<file path="src/rtl/vtrs_pkg.sv">
// Types and constants shared by the virtual throttle and engine speed block.
package vtrs_pkg;

    localparam int THR_FRAC_BITS = 16;
    localparam int THR_W         = THR_FRAC_BITS + 1;
    localparam int RPM_W         = 22;
    localparam int STEP_W        = 16;
    localparam int CFG_DATA_W    = 22;
    localparam int CFG_IDX_W     = 3;

    localparam logic [THR_W-1:0] THR_ONE = THR_W'(1) << THR_FRAC_BITS;
    localparam logic [RPM_W-1:0] RPM_MAX = '1;

    typedef enum logic [1:0] {
        MODE_OFF      = 2'd0,
        MODE_STARTING = 2'd1,
        MODE_RUNNING  = 2'd2
    } t_engine_mode;

    localparam logic [1:0] MOTION_ACCEL = 2'd1;
    localparam logic [1:0] MOTION_DECEL = 2'd2;

    localparam logic [CFG_IDX_W-1:0] CFG_RPM_IDLE     = 3'd0;
    localparam logic [CFG_IDX_W-1:0] CFG_RPM_MAX      = 3'd1;
    localparam logic [CFG_IDX_W-1:0] CFG_RPM_ACCEL    = 3'd2;
    localparam logic [CFG_IDX_W-1:0] CFG_RPM_DECEL    = 3'd3;
    localparam logic [CFG_IDX_W-1:0] CFG_RAMP_UP      = 3'd4;
    localparam logic [CFG_IDX_W-1:0] CFG_RAMP_DOWN    = 3'd5;
    localparam logic [CFG_IDX_W-1:0] CFG_STEADY_DECAY = 3'd6;

    typedef struct packed {
        logic       throttle_due;
        logic [1:0] motion_class;
        logic       start_done;
        logic       restart;
        logic       off_request;
    } t_tick_item;

    typedef struct packed {
        logic [1:0]       engine_state;
        logic [RPM_W-1:0] rpm;
        logic [THR_W-1:0] throttle;
        logic             start_sound;
        logic             sound_off;
        logic             audio_update;
    } t_result_item;

endpackage

</file>
<file path="src/rtl/virtual_throttle_rpm_slew_unit.sv">
// Virtual throttle and engine speed slew unit: top level.
//
// One tick item per clock cycle sustained unless the output stalls: a tick is
// held in an input register, and the throttle update, the engine state step
// and the speed slew all happen in the cycle that moves it into the result
// register. That loop through the throttle update, the target multiply and
// the speed clamp sets the rate. The input stage stalls only while a result
// waits and the output side holds ready low.
// Configuration writes take effect at once and belong to idle periods.
module virtual_throttle_rpm_slew_unit
    import vtrs_pkg::*;
(
    input  logic                  i_clk,
    input  logic                  i_rst_n,
    input  logic                  i_in_valid,
    output logic                  o_in_ready,
    input  t_tick_item            i_in_item,
    output logic                  o_out_valid,
    input  logic                  i_out_ready,
    output t_result_item          o_out_item,
    input  logic                  i_cfg_we,
    input  logic [CFG_IDX_W-1:0]  i_cfg_index,
    input  logic [CFG_DATA_W-1:0] i_cfg_data
);

    // configuration
    logic [RPM_W-1:0]  r_rpm_idle, r_rpm_max;
    logic [STEP_W-1:0] r_rpm_accel, r_rpm_decel;
    logic [THR_W-1:0]  r_ramp_up, r_ramp_down, r_steady_decay;

    // pipeline
    logic         r_in_valid;
    t_tick_item   r_in_item;
    logic         r_out_valid;
    t_result_item r_out_item;

    // engine state
    t_engine_mode     r_mode, n_mode;
    logic [THR_W-1:0] r_thr, n_thr;
    logic [RPM_W-1:0] r_speed, n_speed;

    logic w_out_free, w_fire;
    logic w_start_sound, w_sound_off, w_audio;

    // throttle update
    logic [THR_W:0]   w_thr_sum;
    logic [THR_W-1:0] w_thr_up, w_thr_dn, w_thr_decay, w_thr_cls, w_thr_upd;

    // speed slew
    logic [RPM_W-1:0]         w_span;
    logic [THR_W+RPM_W-1:0]   w_tprod;
    logic [RPM_W:0]           w_target_raw;
    logic [RPM_W-1:0]         w_target;
    logic [STEP_W+1:0]        w_acc3;
    logic [STEP_W+THR_W+1:0]  w_sprod;
    logic [STEP_W+2:0]        w_step;
    logic [RPM_W:0]           w_rise;
    logic [RPM_W-1:0]         w_fall, w_slew;

    assign w_out_free  = !r_out_valid || i_out_ready;
    assign o_in_ready  = !r_in_valid || w_out_free;
    assign w_fire      = r_in_valid && w_out_free;
    assign o_out_valid = r_out_valid;
    assign o_out_item  = r_out_item;

    always_ff @(posedge i_clk) begin
        if (!i_rst_n) begin
            r_rpm_idle     <= RPM_W'(204800);
            r_rpm_max      <= RPM_W'(2048000);
            r_rpm_accel    <= STEP_W'(12800);
            r_rpm_decel    <= STEP_W'(7680);
            r_ramp_up      <= THR_W'(1638);
            r_ramp_down    <= THR_W'(983);
            r_steady_decay <= THR_W'(328);
        end else if (i_cfg_we) begin
            unique case (i_cfg_index)
                CFG_RPM_IDLE:     r_rpm_idle     <= i_cfg_data[RPM_W-1:0];
                CFG_RPM_MAX:      r_rpm_max      <= i_cfg_data[RPM_W-1:0];
                CFG_RPM_ACCEL:    r_rpm_accel    <= i_cfg_data[STEP_W-1:0];
                CFG_RPM_DECEL:    r_rpm_decel    <= i_cfg_data[STEP_W-1:0];
                CFG_RAMP_UP:      r_ramp_up      <= i_cfg_data[THR_W-1:0];
                CFG_RAMP_DOWN:    r_ramp_down    <= i_cfg_data[THR_W-1:0];
                CFG_STEADY_DECAY: r_steady_decay <= i_cfg_data[THR_W-1:0];
                default: ;
            endcase
        end
    end

    // throttle update, only while running and a motion sample is due
    always_comb begin
        w_thr_sum   = (THR_W+1)'(r_thr) + (THR_W+1)'(r_ramp_up);
        w_thr_up    = (w_thr_sum > (THR_W+1)'(THR_ONE)) ? THR_ONE : w_thr_sum[THR_W-1:0];
        w_thr_dn    = (r_thr > r_ramp_down) ? r_thr - r_ramp_down : '0;
        w_thr_decay = (r_thr > r_steady_decay) ? r_thr - r_steady_decay : '0;
        if (r_in_item.motion_class == MOTION_ACCEL) begin
            w_thr_cls = w_thr_up;
        end else if (r_in_item.motion_class == MOTION_DECEL) begin
            w_thr_cls = w_thr_dn;
        end else begin
            w_thr_cls = w_thr_decay;
        end
        w_thr_upd = (r_in_item.throttle_due && r_mode == MODE_RUNNING) ? w_thr_cls : r_thr;
    end

    // target and step from the updated throttle; never overshoot the target
    always_comb begin
        w_span       = (r_rpm_max > r_rpm_idle) ? r_rpm_max - r_rpm_idle : '0;
        w_tprod      = (THR_W+RPM_W)'(w_thr_upd) * (THR_W+RPM_W)'(w_span);
        w_target_raw = (RPM_W+1)'(r_rpm_idle)
                     + (RPM_W+1)'(w_tprod[THR_W+RPM_W-1:THR_FRAC_BITS]);
        w_target     = w_target_raw[RPM_W] ? RPM_MAX : w_target_raw[RPM_W-1:0];
        w_acc3       = (STEP_W+2)'({r_rpm_accel, 1'b0}) + (STEP_W+2)'(r_rpm_accel);
        w_sprod      = (STEP_W+THR_W+2)'(w_acc3) * (STEP_W+THR_W+2)'(w_thr_upd);
        w_step       = (STEP_W+3)'(r_rpm_accel)
                     + (STEP_W+3)'(w_sprod[STEP_W+THR_W+1:THR_FRAC_BITS+1]);
        w_rise       = (RPM_W+1)'(r_speed) + (RPM_W+1)'(w_step);
        w_fall       = (r_speed > RPM_W'(r_rpm_decel)) ? r_speed - RPM_W'(r_rpm_decel) : '0;
        if (r_speed < w_target) begin
            w_slew = (w_rise > (RPM_W+1)'(w_target)) ? w_target : w_rise[RPM_W-1:0];
        end else begin
            w_slew = (w_fall < w_target) ? w_target : w_fall;
        end
    end

    // next engine mode; restart is applied before off, off wins
    always_comb begin
        t_engine_mode w_mode_req;
        w_mode_req = r_mode;
        if (r_in_item.restart) w_mode_req = MODE_STARTING;
        if (r_in_item.off_request) w_mode_req = MODE_OFF;
        unique case (w_mode_req)
            MODE_STARTING: n_mode = r_in_item.start_done ? MODE_RUNNING : MODE_STARTING;
            MODE_RUNNING:  n_mode = MODE_RUNNING;
            default:       n_mode = MODE_STARTING;
        endcase
    end

    // datapath and pulses per mode
    always_comb begin
        t_engine_mode w_mode_req;
        logic [THR_W-1:0] w_thr_rs;
        logic [RPM_W-1:0] w_speed_rs;
        w_mode_req    = r_mode;
        w_thr_rs      = w_thr_upd;
        w_speed_rs    = r_speed;
        w_start_sound = 1'b0;
        w_sound_off   = 1'b0;
        w_audio       = 1'b0;
        if (r_in_item.restart) begin
            w_mode_req    = MODE_STARTING;
            w_thr_rs      = '0;
            w_speed_rs    = '0;
            w_start_sound = 1'b1;
        end
        if (r_in_item.off_request) w_mode_req = MODE_OFF;
        n_thr   = w_thr_rs;
        n_speed = w_speed_rs;
        unique case (w_mode_req)
            MODE_STARTING: begin
                if (r_in_item.start_done) begin
                    n_speed = r_rpm_idle;
                    w_audio = 1'b1;
                end
            end
            MODE_RUNNING: begin
                // only reached without restart, so the slew sees the live speed
                n_speed = w_slew;
                w_audio = 1'b1;
            end
            default: begin
                w_sound_off   = 1'b1;
                w_start_sound = 1'b1;
                n_speed       = '0;
                n_thr         = '0;
            end
        endcase
    end

    always_ff @(posedge i_clk) begin
        if (!i_rst_n) begin
            r_in_valid  <= 1'b0;
            r_out_valid <= 1'b0;
            r_mode      <= MODE_OFF;
            r_thr       <= '0;
            r_speed     <= '0;
        end else begin
            if (o_in_ready) begin
                r_in_valid <= i_in_valid;
            end
            if (w_fire) begin
                r_out_valid <= 1'b1;
                r_mode      <= n_mode;
                r_thr       <= n_thr;
                r_speed     <= n_speed;
            end else if (i_out_ready) begin
                r_out_valid <= 1'b0;
            end
        end
    end

    always_ff @(posedge i_clk) begin
        if (o_in_ready && i_in_valid) begin
            r_in_item <= i_in_item;
        end
        if (w_fire) begin
            r_out_item.engine_state <= n_mode;
            r_out_item.rpm          <= n_speed;
            r_out_item.throttle     <= n_thr;
            r_out_item.start_sound  <= w_start_sound;
            r_out_item.sound_off    <= w_sound_off;
            r_out_item.audio_update <= w_audio;
        end
    end

endmodule
</file>
<file path="config.mk">
export PLATFORM = sky130hd
export DESIGN_NAME = virtual_throttle_rpm_slew_unit
export DESIGN_NICKNAME = d
export VERILOG_FILES = /design/src/rtl/vtrs_pkg.sv /design/src/rtl/virtual_throttle_rpm_slew_unit.sv
export SDC_FILE = /design/constraint.sdc
export NUM_CORES = 2
export LEC_CHECK = 0
export BUFFER_PORTS_ARGS = -buffer_cell sky130_fd_sc_hd__buf_2
export CAP_MARGIN = 25
export CORE_UTILIZATION = 45
export DETAILED_ROUTE_END_ITERATION = 10
export GPL_TIMING_DRIVEN = 0
export PLACE_DENSITY = 0.6
export SETUP_SLACK_MARGIN = 0.15
export SYNTH_ARGS = -nofsm -noshare
export SYNTH_HDL_FRONTEND = slang
export SYNTH_SLANG_ARGS = --single-unit
</file>
<file path="constraint.sdc">
create_clock -name i_clk -period 12.6 [get_ports i_clk]
set_input_delay 1.89 -clock i_clk [delete_from_list [all_inputs] [get_ports i_clk]]
set_output_delay 1.89 -clock i_clk [all_outputs]
set_load 0.02 [all_outputs]
</file>
# After elaboration in Yosys (flattened, before gate mapping)
# Cells that the tools add are included.
dict set report word_totals {
  regBits 220
  out_inout_bits 46
  inputBits 36
  wordCells 97
}
dict set report op_classes {
  eq_ne 11
  add_sub_neg 9
  n_reduce_logical 17
  n_mux 27
  n_lt_le_gt_ge 8
  n_mul 2
}
# op n
set op_table {}
lappend op_table {{$mux W22} 8}
lappend op_table {{$mux W17} 8}
lappend op_table {{$lt A22 B22 Y1} 2}
lappend op_table {{$pmux W22 S2} 1}
lappend op_table {{$mul A17 B22 Y39} 1}
lappend op_table {{$mul A18 B17 Y35} 1}
lappend op_table {{$gt A17 B17 Y1} 2}
lappend op_table {{$sub A17 B17 Y17} 2}
lappend op_table {{$add A22 B19 Y23} 1}
lappend op_table {{$add A22 B23 Y23} 1}
lappend op_table {{$gt A23 B22 Y1} 1}
lappend op_table {{$gt A22 B16 Y1} 1}
lappend op_table {{$gt A22 B22 Y1} 1}
lappend op_table {{$sub A22 B16 Y22} 1}
lappend op_table {{$sub A22 B22 Y22} 1}
lappend op_table {{$add A16 B18 Y19} 1}
lappend op_table {{$add A17 B16 Y18} 1}
lappend op_table {{$add A17 B17 Y18} 1}
lappend op_table {{$gt A18 B17 Y1 const B} 1}
lappend op_table {{$reduce_and A2 Y1} 7}
lappend op_table {{$eq A3 B3 Y1 const B} 3}
lappend op_table {{$eq A2 B2 Y1 const B} 3}
lappend op_table {{$eq A3 B2 Y1 const B} 2}
lappend op_table {{$mux W2} 3}
lappend op_table {{11 further kinds} 20}

# Logic depth before layout (Yosys ltp)
dict set report depth {
  ltp_word 12
  ltp_mapped 66
  depth_no_buf 62
}

# Least setup slack after synthesis
# No wires, ideal clock.
dict set report synth_timing {
  kind {flip-flop to flip-flop}
  startpoint {register r_thr[1]}
  endpoint {register r_speed[14]}
  n_path_buf 6
  path_slack_ns -0.743
  required_time_ns 12.485
  path_stages_with_launch 62
  setup_time_ns 0.115
  period_less_slack_ns 13.343
  arrival_time_ns 13.227
  cell_sequence {dfxtp_1 > ha_1 > nor2b_1 > o21a_1 > o21ai_0 > a21oi_1 > a31oi_1 > a31oi_1 > a41o_1 > clkbuf_1 > clkbuf_1 > a221oi_1 > a21oi_1 > mux2i_1 > buf_4 > nor2_1 > fa_1 > inv_1 > [26 not listed] > o311ai_2 > o21a_1 > clkbuf_1 > buf_1 > nor3_1 > ha_1 > nand4_1 > nor2_1 > nand3_1 > nor4_1 > o21ai_0 > nor2_1 > and3_1 > clkbuf_1 > o22ai_1 > a31oi_1 > o41ai_2 > o21ba_2}
}
dict set report synth_via {
  elab_chain_len 12
  word_cells_on_any_way 25
  classes_between {6 x add/sub; 2 x mul; 6 x order compare; 11 x mux}
}
# element line_no
set synth_rtl {}
lappend synth_rtl {{start: declaration} virtual_throttle_rpm_slew_unit.sv:39} ;# logic [THR_W-1:0] r_thr, n_thr;
lappend synth_rtl {{start signal: assignment} virtual_throttle_rpm_slew_unit.sv:193} ;# r_thr <= n_thr;
lappend synth_rtl {{$add A17 B17 Y18 (tied with other cells)} virtual_throttle_rpm_slew_unit.sv:91} ;# w_thr_sum = (THR_W+1)'(r_thr) + (THR_W+1)'(r_ramp_up);
lappend synth_rtl {{$gt A18 B17 Y1 (tied with other cells)} virtual_throttle_rpm_slew_unit.sv:92} ;# w_thr_up = (w_thr_sum > (THR_W+1)'(THR_ONE)) ? THR_ONE : w_thr_sum[THR_W-1:0];
lappend synth_rtl {{$mux W17, on equally long branches} {virtual_throttle_rpm_slew_unit.sv:92, virtual_throttle_rpm_slew_unit.sv:97}}
lappend synth_rtl {{$mux W17} virtual_throttle_rpm_slew_unit.sv:95} ;# if (r_in_item.motion_class == MOTION_ACCEL) begin
lappend synth_rtl {{$mux W17 *} virtual_throttle_rpm_slew_unit.sv:102} ;# w_thr_upd = (r_in_item.throttle_due && r_mode == MODE_RUNNING) ? w_thr_cls : r_thr;
lappend synth_rtl {{$mul A18 B17 Y35 / $mul A17 B22 Y39 (equally long branches)} {virtual_throttle_rpm_slew_unit.sv:113, virtual_throttle_rpm_slew_unit.sv:108}}
lappend synth_rtl {{$add A16 B18 Y19 / $add A22 B23 Y23 (equally long branches)} {virtual_throttle_rpm_slew_unit.sv:115, virtual_throttle_rpm_slew_unit.sv:110}}
lappend synth_rtl {{$add A22 B19 Y23 / $mux W22 (equally long branches)} {virtual_throttle_rpm_slew_unit.sv:116, virtual_throttle_rpm_slew_unit.sv:111}}
lappend synth_rtl {{$gt A23 B22 Y1 / $lt A22 B22 Y1 (equally long branches)} {virtual_throttle_rpm_slew_unit.sv:119, virtual_throttle_rpm_slew_unit.sv:121}}
lappend synth_rtl {{$mux W22, on equally long branches} {virtual_throttle_rpm_slew_unit.sv:119, virtual_throttle_rpm_slew_unit.sv:121}}
lappend synth_rtl {{$mux W22 *} virtual_throttle_rpm_slew_unit.sv:118} ;# if (r_speed < w_target) begin
lappend synth_rtl {{$pmux W22 S2 *} virtual_throttle_rpm_slew_unit.sv:158} ;# unique case (w_mode_req)
lappend synth_rtl {{via n_speed[14]} virtual_throttle_rpm_slew_unit.sv:40} ;# logic [RPM_W-1:0] r_speed, n_speed;
lappend synth_rtl {{end signal: assignment} virtual_throttle_rpm_slew_unit.sv:194} ;# r_speed <= n_speed;
lappend synth_rtl {{end: declaration} virtual_throttle_rpm_slew_unit.sv:40}
# The timed path passes the listed nets; every way through them passes the cells marked *.
# A chain may end at the register's enable or synchronous reset.

# Worst setup path in the final report
dict set report layout_timing {
  startpoint {register r_rpm_idle[1]}
  endpoint {register r_out_item, in the netlist o_out_item[20] (data pin)}
}
dict set report layout_via {
  elab_chain_len 9
  word_cells_on_any_way 13
  classes_between {2 x add/sub; 1 x mul; 4 x order compare; 6 x mux}
}
# element line_no
set layout_rtl {}
lappend layout_rtl {{start: declaration} virtual_throttle_rpm_slew_unit.sv:27} ;# logic [RPM_W-1:0] r_rpm_idle, r_rpm_max;
lappend layout_rtl {{start signal: assignment} virtual_throttle_rpm_slew_unit.sv:77} ;# CFG_RPM_IDLE: r_rpm_idle <= i_cfg_data[RPM_W-1:0];
lappend layout_rtl {{$sub A22 B22 Y22 / $gt A22 B22 Y1 (equally long branches)} virtual_throttle_rpm_slew_unit.sv:107} ;# w_span = (r_rpm_max > r_rpm_idle) ? r_rpm_max - r_rpm_idle : '0;
lappend layout_rtl {{$mux W22} virtual_throttle_rpm_slew_unit.sv:107}
lappend layout_rtl {{$mul A17 B22 Y39} virtual_throttle_rpm_slew_unit.sv:108} ;# w_tprod = (THR_W+RPM_W)'(w_thr_upd) * (THR_W+RPM_W)'(w_span);
lappend layout_rtl {{$add A22 B23 Y23 *} virtual_throttle_rpm_slew_unit.sv:110} ;# + (RPM_W+1)'(w_tprod[THR_W+RPM_W-1:THR_FRAC_BITS]);
lappend layout_rtl {{$mux W22 *} virtual_throttle_rpm_slew_unit.sv:111} ;# w_target = w_target_raw[RPM_W] ? RPM_MAX : w_target_raw[RPM_W-1:0];
lappend layout_rtl {{$gt A23 B22 Y1 / $lt A22 B22 Y1 (equally long branches)} {virtual_throttle_rpm_slew_unit.sv:119, virtual_throttle_rpm_slew_unit.sv:121}}
lappend layout_rtl {{$mux W22, on equally long branches} {virtual_throttle_rpm_slew_unit.sv:119, virtual_throttle_rpm_slew_unit.sv:121}}
lappend layout_rtl {{$mux W22 *} virtual_throttle_rpm_slew_unit.sv:118}
lappend layout_rtl {{$pmux W22 S2 *} virtual_throttle_rpm_slew_unit.sv:158}
lappend layout_rtl {{via n_speed[0]} virtual_throttle_rpm_slew_unit.sv:40}
lappend layout_rtl {{end: declaration} virtual_throttle_rpm_slew_unit.sv:35} ;# t_result_item r_out_item;
# Marks and branches as above.

==> impl_metrics.yaml <==
grt:
  antenna_found_initial: 1
  grt_pass1_wl_um: 220000
  grt_pass1_vias: 35700
  track_usage_pct: 32.8
  grt_overflow_total: 0
  grt_start_max_net_pins: 34
clocking:
  cts_root_buf: "clkbuf_16"
  cts.clk_slew.worst_paths_ns: 0.07
  htree_levels: 1
  clockBufferDepth: 3
  clock-sinks: 219
  tritoncts: "built"
  insertion_delay_ns: 0.62
  numCtsBuffers: 26
setup_path:
  crit_slowest_cell: "xor2_1"
  startpoint_type: "flip-flop"
  crit_required_ns: 12.97
  crit_family: "compound AO/OA/AOI/OAI gates"
  critical_path_buf_inv_count: 12
  slowest_delay_ns: 0.99
  arrival_ns: 14.08
  critPathKind: "reg2reg"
  crit_path_end_kind: "flip-flop"
  cp_max_fo: 10
route:
  routed-via-count: 35900
  drcViolationCount: 0
  finalWirelength_um: 149000
  antenna_left: 0
  dr.pass1.iters: 6
  initialDrtViolationCount: 3035
  vias_per_cell: 5.67
  wl_per_cell_um: 23.5
cells_and_area:
  mostFrequentLayoutCell: "nand2_1"
  multi_input_area_um2: 34000
  n_fill_cell: 7766
  area_growth_pct: 24.4
  design_area_um2: 48900
  layout-drive-gt1-share_pct: 20.1
  nets: 6174
  final_cell_mix: "nand2_1 (782), inv_1 (755), fa_1 (541), ha_1 (379)"
  seqCellArea_um2: 4940
logic_synthesis:
  netlist_area_um2: 39300
  yosys_warnings: 0
  yosys-top-cells-area: "fa_1 (28%), ha_1 (14%), dfxtp_1 (8.7%)"
  ys.flop_type: "dfxtp_1"
  synthArstFlopShare_pct: 0
  ys_types: 83
  yosysTopAreaCell: "fa_1"
  ys_seq_area_share_pct: 12.4
  syn_area_per_cell_um2: 8.28
  syn_inst: 4753
  synth-seq-cells: 219
  synth-edff-count: 49
  synth_top_area_share_pct: 28.4
  syn_nets: 5776
sta:
  finClkSkew_ns: 0.0277
  setup_viol: 44
  fin_ws_ns: -1.12
  period_share_pct: 109
  finalCriticalPeriod_ns: 13.72
  finalHoldViolations: 0
  slew_viol_final: 0
  max_freq_ghz: 0.0729
  slew_headroom_pct: 15.2
  holdWs_ns: 0.466
  rsz0062_at_grt: "yes"
  worst_slew_pin_slew_ns: 1.27
pwr:
  p_per_area_nw_per_um2: 52.3
  p_seq_share_pct: 30.0
  clkPwrFrac_pct: 30.9
  vdd.ir_drop.worst_mv: 0.119
  p_leak_uw: 0.0228
  p_comb_share_pct: 39.1
  internal_power_uw: 1530
  p_sw_uw: 1030
  switching_share_pct: 40.1
die:
  row_count: 108
  core_area_um2: 86600
  initial_core_util_pct: 45.4
  die_h_um: 298
  die_w_um: 298
  io_pins: 82
  die-area_um2: 88600
min_path:
  hold_class: "reg2reg"
place:
  io_buffers: 79
  hpwl_um: 116000
  placed_area_um2: 41800
  place_congestion: 0.971
run:
  maxCapViolations: 0
outcome:
  run_status: "finished with violations"
  violations: "setup timing"
==> metal layers <==
layer,global-route usage [%],share of wire [%],up-vias
met5,0,0,-
met4,17.5,6.9,0
met3,4.99,7.9,452
met2,52.3,45,1646
met1,43.0,41,17600
li1,-,-,16200
==> registers in the layout (all words and copies together), names as in the netlist <==
register,count
r_mode,2
r_speed,22
r_ramp_up,17
r_rpm_accel,16
r_in_valid,1
r_rpm_decel,16
r_thr,17
r_rpm_max,22
r_ramp_down,17
r_in_item,6
r_steady_decay,17
r_rpm_idle,22
o_out_valid,1
o_out_item,43
==> cell usage after synthesis, types with 18 or more instances <==
cell type,number
nand2_1,810
xnor2_1,107
o211ai_1,30
o21ai_1,23
a21boi_0,103
ha_1,429
a21oi_1,180
or3_1,18
nand4_1,33
and2_1,131
a22oi_1,23
a21o_1,93
clkbuf_1,196
xor2_1,42
nor3_1,77
nor2b_1,36
a31o_2,19
nand3_1,72
o21ai_0,111
edfxtp_1,49
o21a_1,55
nand2b_1,25
and3_1,27
fa_1,558
dfxtp_1,170
a211oi_1,27
nor2_1,263
o21bai_1,24
inv_1,767
a31oi_1,38
==> timing repair <==
action / in CTS / in global routing
setup buffers: 197 / 73
setup endpoints to repair: 44 / 44
hold buffers: 0 / 0
pin swaps: 150 / 153
resized for setup: 569 / 332
cloned: 4 / 6
==> cells by family (layout without fill, tap and decap cells) <==
group	count (synthesis)	in the layout	share of synthesized area [%]
AO/OA/AOI/OAI	854	854	14.9
XOR/XNOR	149	149	3.32
adder cells (fa/ha/maj)	987	987	42.0
buffers and inverters	980	1398	9.43
flip-flops	219	219	12.4
multiplexers	21	21	0.573
other	0	1	0
AND/OR/NAND/NOR	1543	1543	17.4
==> power groups by stage <==
| stage | sequential, uW | combinational [uW] | clock [uW] |
|---|---|---|---|
| 2_1_floorplan | 776 | 444 | 0 |
| 3_3_place_gp | 784 | 690 | 0 |
| 3_5_place_dp | 783 | 693 | 0 |
| 4_1_cts | 767 | 829 | 807 |
| 5_1_grt | 769 | 1050 | 824 |
| 6_report | 768 | 1000 | 791 |
==> final timing paths <==
| kind | endpoint | cells after the start | startpoint | slack (ns) |
|---|---|---|---|---|
| worst max register to register | o_out_item[20] | 61 | r_rpm_idle[1] | -1.12 |
| worst min-delay path | r_ramp_down[14] | 2 | r_ramp_down[14] | 0.47 |
| worst max-delay path | o_out_item[20] | 61 | r_rpm_idle[1] | -1.12 |
| worst min register to register | r_ramp_down[14] | 2 | r_ramp_down[14] | 0.47 |
==> worst min-delay path, stage by stage, from the launching register on <==
cell	delay, ns
dfxtp_1	0.31
nand2_1	0.05
a21boi_0	0.06
==> layout make-up <==
class | count | area share, %
antenna | 1 | 0.00511
buffer | 213 | 3.50
clock buffer | 33 | 1.47
clock inverter | 15 | 0.286
inverter | 767 | 5.89
multi-input combinational | 3554 | 69.5
sequential | 219 | 10.1
tap | 1155 | 2.95
timing repair buffer | 370 | 6.33
==> stage by stage <==
| stage | utilization [%] | setup TNS (ns) | power, uW | setup WS, ns | instances |
|---|---|---|---|---|---|
| 2_1_floorplan | - | 0 | 1220 | 0.150 | 4753 |
| 3_3_place_gp | 48.1 | -164.69 | 1470 | -3.96 | 5987 |
| 3_5_place_dp | 48.2 | -152.83 | 1480 | -3.67 | 5998 |
| 4_1_cts | 54.2 | -39.10 | 2400 | -1.00 | 6247 |
| 5_1_grt | 56.5 | -63.71 | 2640 | -1.53 | 6326 |
| 6_report | 56.5 | -45.33 | 2560 | -1.12 | 6327 |
No activity file was read; power rests on OpenSTA's default activity.
